## config.mk

```make
export PLATFORM = sky130hd
export DESIGN_NAME = relay_channel_protector_core
export DESIGN_NICKNAME = d
export VERILOG_FILES = /design/src/rtl/rcp_pkg.sv /design/src/rtl/rcp_chan_eval.sv /design/src/rtl/relay_channel_protector_core.sv
export SDC_FILE = /design/constraint.sdc
export NUM_CORES = 2
export LEC_CHECK = 0
export BUFFER_PORTS_ARGS = -buffer_cell sky130_fd_sc_hd__buf_2
export CAP_MARGIN = 20
export CORE_UTILIZATION = 34
export CTS_BUF_LIST = sky130_fd_sc_hd__clkbuf_2
export CTS_CLUSTER_SIZE = 10
export DETAILED_ROUTE_END_ITERATION = 10
export GPL_TIMING_DRIVEN = 0
export SYNTH_ARGS = -nofsm -noshare
export SYNTH_HDL_FRONTEND = slang
export SYNTH_SLANG_ARGS = --single-unit
```

## constraint.sdc

```tcl
create_clock -name clk -period 9.13 [get_ports clk]
set_clock_uncertainty 0.05 [all_clocks]
set_input_delay 2.2825 -clock clk [delete_from_list [all_inputs] [get_ports clk]]
set_output_delay 2.2825 -clock clk [all_outputs]
set_load 0.02 [all_outputs]
```

## src/rtl/rcp_pkg.sv

```systemverilog
`timescale 1ns / 1ps
// ----------------------------------------------------------------------------
// rcp_pkg
// Shared types, register map and reset values of the relay channel protector.
// ----------------------------------------------------------------------------
package rcp_pkg;

	localparam int NUM_CH = 4;
	localparam int CH_W   = $clog2(NUM_CH);
	localparam int ADDR_W = 5;

	localparam logic [CH_W-1:0] CH_MIST = CH_W'(0);
	localparam logic [CH_W-1:0] CH_LAMP = CH_W'(1);
	localparam logic [CH_W-1:0] CH_LAST = CH_W'(NUM_CH - 1);

	localparam int unsigned MIST_LOCK_MS_DEF   = 600000;
	localparam bit          MIST_BYPASS_EN_DEF = 1'b1;

	localparam logic signed [11:0] TEMP_HIGH_RST    = 12'sd480;
	localparam logic signed [11:0] TEMP_LOW_RST     = 12'sd288;
	localparam logic [10:0]        HUM_HIGH_RST     = 11'd1520;
	localparam logic [10:0]        HUM_LOW_RST      = 11'd1280;
	localparam logic [30:0]        MAX_ON_RST       = 31'd180000;
	localparam logic [30:0]        COOLDOWN_RST     = 31'd30000;
	localparam logic [30:0]        MIN_ON_RST       = 31'd10000;
	localparam logic [30:0]        LAMP_LOCK_RST    = 31'd300000;

	typedef enum logic [2:0] {
		REG_TEMP_HIGH = 3'd0,
		REG_TEMP_LOW  = 3'd1,
		REG_HUM_HIGH  = 3'd2,
		REG_HUM_LOW   = 3'd3,
		REG_MAX_ON    = 3'd4,
		REG_COOLDOWN  = 3'd5,
		REG_MIN_ON    = 3'd6,
		REG_LAMP_LOCK = 3'd7
	} reg_idx_t;

	typedef struct packed {
		logic [31:0]        now_ms;
		logic               fuzzy_on;
		logic signed [11:0] air_temp;
		logic               temp_valid;
		logic [10:0]        air_hum;
		logic               hum_valid;
		logic               mist_blackout;
		logic [3:0]         relay_request;
		logic [3:0]         latch_active;
		logic [3:0]         latch_force_on;
		logic [3:0]         cabinet_test;
	} tick_t;

	typedef struct packed {
		logic [3:0] relay_drive;
		logic [3:0] latch_clear;
		logic [3:0] lock_flags;
	} result_t;

	typedef struct packed {
		logic signed [11:0] temp_high;
		logic signed [11:0] temp_low;
		logic [10:0]        hum_high;
		logic [10:0]        hum_low;
		logic [30:0]        max_on_ms;
		logic [30:0]        cooldown_ms;
		logic [30:0]        min_on_ms;
		logic [30:0]        lamp_lock_ms;
	} cfg_t;

	typedef struct packed {
		logic        chan_on;
		logic [31:0] on_start;
		logic [31:0] lock_until;
		logic        hold_active;
		logic [31:0] hold_start;
	} chan_state_t;

	typedef struct packed {
		logic drive;
		logic clear;
		logic locked;
	} chan_res_t;

endpackage

```

## src/rtl/rcp_chan_eval.sv

```systemverilog
`timescale 1ns / 1ps
// ----------------------------------------------------------------------------
// rcp_chan_eval
// Protection rule chain for one channel: takes the stored channel state and
// the tick, gives the next channel state and the channel's result bits.
// ----------------------------------------------------------------------------
module rcp_chan_eval #(
	parameter int unsigned MIST_LOCK_MS   = rcp_pkg::MIST_LOCK_MS_DEF,
	parameter bit          MIST_BYPASS_EN = rcp_pkg::MIST_BYPASS_EN_DEF
) (
	input  rcp_pkg::tick_t                 tick,
	input  logic [rcp_pkg::CH_W-1:0]       ch,
	input  rcp_pkg::cfg_t                  cfg,
	input  rcp_pkg::chan_state_t           cur,
	output rcp_pkg::chan_state_t           nxt,
	output rcp_pkg::chan_res_t             res
);

	logic        is_mist, is_lamp;
	logic        req, test, lact, keep_latch;
	logic        blackout, locked, over, under, over_kill;
	logic [31:0] lock_len, lock_d, new_d;
	logic        hold_en, hold_short, max_hit;
	logic        on1, on2;
	rcp_pkg::chan_state_t idle, norm;
	logic        norm_drive, norm_clear;
	logic        res_drive, res_clear, res_lock;

	assign is_mist    = (ch == rcp_pkg::CH_MIST);
	assign is_lamp    = (ch == rcp_pkg::CH_LAMP);
	assign req        = tick.relay_request[ch];
	assign test       = tick.cabinet_test[ch];
	assign lact       = tick.latch_active[ch];
	assign keep_latch = !tick.fuzzy_on && tick.latch_force_on[ch];

	assign blackout = is_mist && tick.mist_blackout && !(test && MIST_BYPASS_EN);
	assign lock_d   = cur.lock_until - tick.now_ms;
	assign locked   = (lock_d != 32'd0) && !lock_d[31];

	always_comb begin
		over  = 1'b0;
		under = 1'b0;
		if (is_lamp && tick.temp_valid) begin
			over  = $signed(tick.air_temp) >= $signed(cfg.temp_high);
			under = $signed(tick.air_temp) <= $signed(cfg.temp_low);
		end else if (is_mist && tick.hum_valid) begin
			over  = tick.air_hum >= cfg.hum_high;
			under = tick.air_hum <= cfg.hum_low;
		end
	end

	assign over_kill = over && !test;
	assign on1       = req || (under && !over);
	assign lock_len  = is_lamp ? {1'b0, cfg.lamp_lock_ms} : 32'(MIST_LOCK_MS);

	assign hold_en    = tick.fuzzy_on && !lact;
	assign hold_short = (tick.now_ms - cur.hold_start) < {1'b0, cfg.min_on_ms};
	assign max_hit    = (tick.now_ms - cur.on_start) >= {1'b0, cfg.max_on_ms};

	always_comb begin
		idle             = cur;
		idle.chan_on     = 1'b0;
		idle.on_start    = '0;
		idle.hold_active = 1'b0;
		idle.hold_start  = '0;

		norm = cur;
		on2  = on1;
		if (!hold_en) begin
			norm.hold_active = 1'b0;
			norm.hold_start  = '0;
		end else if (on1 && !cur.hold_active) begin
			norm.hold_active = 1'b1;
			norm.hold_start  = tick.now_ms;
		end else if (!on1 && cur.hold_active && hold_short) begin
			on2 = 1'b1;
		end else if (!on1) begin
			norm.hold_active = 1'b0;
			norm.hold_start  = '0;
		end

		norm_drive = 1'b0;
		norm_clear = 1'b0;
		if (on2) begin
			if (!cur.chan_on) begin
				norm.chan_on  = 1'b1;
				norm.on_start = tick.now_ms;
				norm_drive    = 1'b1;
			end else if (max_hit) begin
				norm            = idle;
				norm.lock_until = tick.now_ms + {1'b0, cfg.cooldown_ms};
				norm_clear      = !keep_latch;
			end else begin
				norm_drive = 1'b1;
			end
		end else begin
			norm.chan_on  = 1'b0;
			norm.on_start = '0;
		end

		res_drive = 1'b0;
		if (blackout) begin
			nxt       = idle;
			res_clear = 1'b1;
		end else if (locked) begin
			nxt       = idle;
			res_clear = !keep_latch;
		end else if (over_kill) begin
			nxt            = idle;
			nxt.lock_until = tick.now_ms + lock_len;
			res_clear      = 1'b1;
		end else begin
			nxt       = norm;
			res_clear = norm_clear;
			res_drive = norm_drive;
		end
	end

	assign new_d    = nxt.lock_until - tick.now_ms;
	assign res_lock = (new_d != 32'd0) && !new_d[31];
	assign res      = '{drive: res_drive, clear: res_clear, locked: res_lock};

endmodule

```

## src/rtl/relay_channel_protector_core.sv

```systemverilog
`timescale 1ns / 1ps
// ----------------------------------------------------------------------------
// relay_channel_protector_core
// Relay protection for mist, lamp and two further channels, one channel per
// cycle while the result is not stalled, against a four-entry state memory.
// ----------------------------------------------------------------------------
//  channel   handshake                     payload
//  tick      tick_valid / tick_ready       tick   (rcp_pkg::tick_t)
//  result    result_valid / result_ready   result (rcp_pkg::result_t)
//  config    psel / penable / pwrite       paddr, pwdata, prdata (APB)
//
//  Channels go one per cycle, unless the result stalls, through the one-read
//  one-write state memory and the rule stage that writes it back. The next
//  tick transfer is taken in the cycle the last channel is read, before the
//  last tick is through. The result is registered once the last channel has
//  passed rdata_s1 and the rule stage. Reset clears all channel state through
//  entry valid bits. A stalled result holds the memory read and rule stage.
// ----------------------------------------------------------------------------
module relay_channel_protector_core #(
	parameter int unsigned MIST_LOCK_MS   = rcp_pkg::MIST_LOCK_MS_DEF,
	parameter bit          MIST_BYPASS_EN = rcp_pkg::MIST_BYPASS_EN_DEF
) (
	input  logic                         clk,
	input  logic                         arst_n,
	input  logic                         tick_valid,
	output logic                         tick_ready,
	input  rcp_pkg::tick_t               tick,
	output logic                         result_valid,
	input  logic                         result_ready,
	output rcp_pkg::result_t             result,
	input  logic                         psel,
	input  logic                         penable,
	input  logic                         pwrite,
	input  logic [rcp_pkg::ADDR_W-1:0]   paddr,
	input  logic [31:0]                  pwdata,
	output logic [31:0]                  prdata,
	output logic                         pready
);

	rcp_pkg::cfg_t                 cfg_q;
	rcp_pkg::reg_idx_t             reg_idx;
	rcp_pkg::tick_t                item_q, item_s1;
	logic                          busy_q;
	logic [rcp_pkg::CH_W-1:0]      ch_q, ch_s1;
	logic                          valid_s1, rvld_s1;
	rcp_pkg::chan_state_t          rdata_s1, cur_st, nxt_st;
	rcp_pkg::chan_state_t          mem_q [rcp_pkg::NUM_CH];
	logic [rcp_pkg::NUM_CH-1:0]    ent_vld_q;
	rcp_pkg::chan_res_t            ch_res;
	logic [rcp_pkg::NUM_CH-1:0]    drive_q, clear_q, lock_q;
	logic [rcp_pkg::NUM_CH-1:0]    drive_v, clear_v, lock_v;
	logic                          last_s1, advance, issue, wr_en;
	logic                          result_valid_q;
	rcp_pkg::result_t              result_q;

	// configuration port
	assign pready  = 1'b1;
	assign reg_idx = rcp_pkg::reg_idx_t'(paddr[rcp_pkg::ADDR_W-1:2]);

	always_ff @(posedge clk or negedge arst_n) begin
		if (!arst_n) begin
			cfg_q.temp_high    <= rcp_pkg::TEMP_HIGH_RST;
			cfg_q.temp_low     <= rcp_pkg::TEMP_LOW_RST;
			cfg_q.hum_high     <= rcp_pkg::HUM_HIGH_RST;
			cfg_q.hum_low      <= rcp_pkg::HUM_LOW_RST;
			cfg_q.max_on_ms    <= rcp_pkg::MAX_ON_RST;
			cfg_q.cooldown_ms  <= rcp_pkg::COOLDOWN_RST;
			cfg_q.min_on_ms    <= rcp_pkg::MIN_ON_RST;
			cfg_q.lamp_lock_ms <= rcp_pkg::LAMP_LOCK_RST;
		end else if (psel && penable && pwrite && pready) begin
			case (reg_idx)
				rcp_pkg::REG_TEMP_HIGH: cfg_q.temp_high    <= pwdata[11:0];
				rcp_pkg::REG_TEMP_LOW:  cfg_q.temp_low     <= pwdata[11:0];
				rcp_pkg::REG_HUM_HIGH:  cfg_q.hum_high     <= pwdata[10:0];
				rcp_pkg::REG_HUM_LOW:   cfg_q.hum_low      <= pwdata[10:0];
				rcp_pkg::REG_MAX_ON:    cfg_q.max_on_ms    <= pwdata[30:0];
				rcp_pkg::REG_COOLDOWN:  cfg_q.cooldown_ms  <= pwdata[30:0];
				rcp_pkg::REG_MIN_ON:    cfg_q.min_on_ms    <= pwdata[30:0];
				rcp_pkg::REG_LAMP_LOCK: cfg_q.lamp_lock_ms <= pwdata[30:0];
				default: ;
			endcase
		end
	end

	always_comb begin
		case (reg_idx)
			rcp_pkg::REG_TEMP_HIGH: prdata = {20'd0, cfg_q.temp_high};
			rcp_pkg::REG_TEMP_LOW:  prdata = {20'd0, cfg_q.temp_low};
			rcp_pkg::REG_HUM_HIGH:  prdata = {21'd0, cfg_q.hum_high};
			rcp_pkg::REG_HUM_LOW:   prdata = {21'd0, cfg_q.hum_low};
			rcp_pkg::REG_MAX_ON:    prdata = {1'b0, cfg_q.max_on_ms};
			rcp_pkg::REG_COOLDOWN:  prdata = {1'b0, cfg_q.cooldown_ms};
			rcp_pkg::REG_MIN_ON:    prdata = {1'b0, cfg_q.min_on_ms};
			rcp_pkg::REG_LAMP_LOCK: prdata = {1'b0, cfg_q.lamp_lock_ms};
			default:                prdata = '0;
		endcase
	end

	// channel sequencing
	assign last_s1    = (ch_s1 == rcp_pkg::CH_LAST);
	assign advance    = !(valid_s1 && last_s1 && result_valid_q && !result_ready);
	assign issue      = busy_q && advance;
	assign wr_en      = valid_s1 && advance;
	assign tick_ready = !busy_q || ((ch_q == rcp_pkg::CH_LAST) && advance);

	always_ff @(posedge clk or negedge arst_n) begin
		if (!arst_n) begin
			busy_q <= 1'b0;
			ch_q   <= '0;
		end else if (tick_valid && tick_ready) begin
			busy_q <= 1'b1;
			ch_q   <= '0;
		end else if (issue) begin
			ch_q <= ch_q + 1'b1;
			if (ch_q == rcp_pkg::CH_LAST) begin
				busy_q <= 1'b0;
			end
		end
	end

	always_ff @(posedge clk) begin
		if (tick_valid && tick_ready) begin
			item_q <= tick;
		end
	end

	always_ff @(posedge clk or negedge arst_n) begin
		if (!arst_n) begin
			valid_s1 <= 1'b0;
			ch_s1    <= '0;
			rvld_s1  <= 1'b0;
		end else if (advance) begin
			valid_s1 <= issue;
			ch_s1    <= ch_q;
			rvld_s1  <= ent_vld_q[ch_q];
		end
	end

	always_ff @(posedge clk) begin
		if (advance) begin
			item_s1 <= item_q;
		end
	end

	// state memory
	always_ff @(posedge clk) begin
		if (issue) begin
			rdata_s1 <= mem_q[ch_q];
		end
		if (wr_en) begin
			mem_q[ch_s1] <= nxt_st;
		end
	end

	always_ff @(posedge clk or negedge arst_n) begin
		if (!arst_n) begin
			ent_vld_q <= '0;
		end else if (wr_en) begin
			ent_vld_q[ch_s1] <= 1'b1;
		end
	end

	assign cur_st = rvld_s1 ? rdata_s1 : '0;

	rcp_chan_eval #(
		.MIST_LOCK_MS   (MIST_LOCK_MS),
		.MIST_BYPASS_EN (MIST_BYPASS_EN)
	) u_eval (
		.tick (item_s1),
		.ch   (ch_s1),
		.cfg  (cfg_q),
		.cur  (cur_st),
		.nxt  (nxt_st),
		.res  (ch_res)
	);

	// collect channel bits
	always_comb begin
		drive_v        = drive_q;
		clear_v        = clear_q;
		lock_v         = lock_q;
		drive_v[ch_s1] = ch_res.drive;
		clear_v[ch_s1] = ch_res.clear;
		lock_v[ch_s1]  = ch_res.locked;
	end

	always_ff @(posedge clk) begin
		if (wr_en) begin
			drive_q <= drive_v;
			clear_q <= clear_v;
			lock_q  <= lock_v;
		end
		if (wr_en && last_s1) begin
			result_q.relay_drive <= drive_v;
			result_q.latch_clear <= clear_v;
			result_q.lock_flags  <= lock_v;
		end
	end

	always_ff @(posedge clk or negedge arst_n) begin
		if (!arst_n) begin
			result_valid_q <= 1'b0;
		end else if (wr_en && last_s1) begin
			result_valid_q <= 1'b1;
		end else if (result_ready) begin
			result_valid_q <= 1'b0;
		end
	end

	assign result_valid = result_valid_q;
	assign result       = result_q;

endmodule

```

==> qor.yml <==
status:
  status: "finished with violations"
  failed_checks: "negative setup slack"
worst_setup_path:
  worst-path-buf-inv: 7
  r2r-end: "lock_q[0]"
  reg2reg_from: "rvld_s1"
  crit_family: "compound AO/OA/AOI/OAI gates"
  arrival_ns: 11.25
  startpoint_type: "register"
  crit_start: "rvld_s1"
  reg2reg_slack_ns: -0.83
  cp_slowest_cell: "a2111o_1"
  setup.worst_path.end_class: "register"
  reg2regPathDepth: 48
  path_class: "reg2reg"
  path_max_fanout: 8
  cp_data_required_time_ns: 10.42
  slowest_delay_ns: 0.45
synth:
  synth_edf_count: 664
  synth.avg_cell_area_um2: 12.02
  ys_ff_latch: 846
  ys_warn_count: 0
  yosys-top-cells-area: "edfxtp_1, ha_1, dfrtp_1"
  synth_nets: 4174
  yosysTopAreaCellShare: 0.4419
  syn-instance-count: 3754
  yosys.area.top_type: "edfxtp_1"
  netlist-cell-type-count: 89
  seq_area_frac_synth: 0.5440
  synth.most_common_cell: "edfxtp_1"
  synth_area_um2: 45120
  synthTopCellsByCount: "edfxtp_1, nand2_1, ha_1, inv_1, a21oi_1"
  async_flop_share: 0.2151
  synth_ff_type: "edfxtp_1"
floorplanning:
  die-area_um2: 134200
  rows: 133
  die_x_um: 366.3
  fp.dieH_um: 366.3
  initial_core_util: 0.3428
  core_um2: 131600
  io_pins: 166
power:
  power_density_nw_per_um2: 443.2
  finalPower_uw: 23070
  p_leak_uw: 0.02092
  ir_drop_v: 0.0002279
flow_run:
  maxCapViolations: 0
sta:
  hold_violations: 0
  tightest_slew_ns: 1.053
  finalMaxSlewViolations: 0
  final-setup-viol-count: 8
  rsz0062_at_grt: "yes"
  min_period_ns: 9.959
  setup_ws_ns: -0.8294
  fmax_mhz: 100.4
  tns_ns: -6.369
  fin_crit_sh: 1.091
  relSlewSlack: 0.2983
global_routing:
  met2_usage: 0.3298
  grt_util_met1: 0.2726
  grt_overflow: 0
  grt_start_max_net_pins: 106
  grtUsageTotal: 0.2059
  grt.met3_usage: 0.04517
  first_global_vias: 33268
  grt.busiest_layer: "met2"
  grt_pass1_wl_um: 207600
  antenna_found_initial: 18
detailed_routing:
  vias: 32926
  wl_um: 139800
  drt-vias-per-instance: 5.365
  route.detailed.drc: 0
  ant_nets: 0
  dr.pass1.iters: 5
  drt_iter0_drc: 3004
  routedWlPerCell_um: 22.79
clock_tree:
  postCtsHoldBufs: 0
  clkLatencyLatePin_ns: 1.66
  clk_path_buf_depth: 3
  cts_buffers: 210
  clockRootBuffer: "clkbuf_2"
  htreeDepth: 4
  cts_tree: "yes"
  clock-sinks: 846
  path_clk_slew_ns: 0.11
final_layout:
  final-seq-area_um2: 24550
  layoutNonFillerInstCount: 6137
  drive_gt1_frac: 0.2230
  fillers: 12674
  fin_nets: 4626
  multi_input_comb_area_um2: 19740
  area_growth_pct: 15.35
  fin_util: 0.3954
place:
  dpl.hpwl_um: 104500
  place_congestion: 0.9184
  dpl.cell_count: 5689
  port_buffers: 158
min_path:
  whs_endpoint: "item_s1[44]"
  worst_hold_startpoint: "item_q[44]"
  hold_class: "reg2reg"
  hold-path-cell-count: 0
==> cell families (layout without fill, tap and decap cells) <==
logic type	count (synthesis)	count (layout)	synth area share
simple gates	974	974	0.1017
fa+ha+maj	301	301	0.08446
compound gates	916	916	0.1339
other cells	2	8	0.0001664
xor+xnor	130	130	0.02523
buf+inv	380	1002	0.03311
flops	846	846	0.5440
mux	205	205	0.07744
==> layout make-up <==
class,count,area share
Antenna cell,6,0.0002885
Buffer,144,0.01495
Clock buffer,305,0.02933
Clock inverter,77,0.01072
Inverter,233,0.01680
Multi-Input combinational cell,2528,0.3792
Sequential cell,846,0.4716
Tap cell,1755,0.04219
Timing Repair Buffer,243,0.03493
==> where the power goes <==
group | switching (µW) | total (µW) | internal, µW | leakage, µW
registers | 696 | 7150 | 6450 | 0.00858
clock network | 1600 | 2720 | 1130 | 0.00154
logic | 7960 | 13200 | 5240 | 0.0108
==> through the flow <==
stage / setup slack (ns) / cell area, µm² / hold slack, ns
after floorplan: 0.01688 / 45180 / 0.3503
after global placement: -4.171 / 48160 / 0.3507
after detailed placement: -4.096 / 48700 / 0.3545
after CTS: -0.7506 / 51800 / 0.2914
after global routing: -1.160 / 52040 / 0.2888
final: -0.8294 / 52050 / 0.3116
==> worst register-to-register path, delay by kind of cell, from the launching register on <==
kind,cells,cell delay (ns)
compound gates,27,5.65
xor+xnor,1,0.06
fa+ha+maj,5,1.16
buf+inv,7,0.90
flops,1,0.41
mux,1,0.12
simple gates,7,1.37
==> flip-flops by register name, indices dropped and copies added (netlist names), 2 cells and up <==
name	flops
cfg_q	170
ch_q	2
ch_s1	2
clear_q	4
drive_q	4
ent_vld_q	4
item_q	75
item_s1	75
lock_q	4
mem_q	392
rdata_s1	98
result	12
==> metal layers <==
metal,share of wire,vias up
met5,0.00069,-
met2,0.46,1234
met3,0.080,252
met1,0.42,16156
met4,0.031,16
li1,-,15268
==> cell usage in the layout, fill, tap and decap left out, types with 56 or more instances in the layout <==
cell	netlist	routed
a21o_1	74	73
ha_1	295	287
and2_1	62	56
nor2_1	185	181
xnor2_1	100	99
a21oi_1	210	202
edfxtp_1	664	664
mux2_2	83	83
clkbuf_2	0	306
o21ai_0	194	189
mux4_2	107	107
clkbuf_1	103	89
buf_4	3	62
dfrtp_1	139	138
buf_2	12	170
inv_1	232	229
nand2_1	407	404
==> worst max-delay path by stage <==
stage / endpoint / depth (start not counted)
6_report: lock_q[0] / 48
4_1_cts: lock_q[2] / 48
5_1_grt: result[3] / 49
2_1_floorplan: lock_q[0] / 46
3_5_place_dp: lock_q[1] / 42
3_3_place_gp: result[1] / 40
==> repair_timing <==
action	4_1_cts	5_1_grt
resized for setup	135	18
setup buffers	46	12
cloned	0	0
endpoints found under the hold margin	0	0
pin swaps	50	17
endpoints found under the setup margin	77	8
Power figures use the tool's default switching activity.
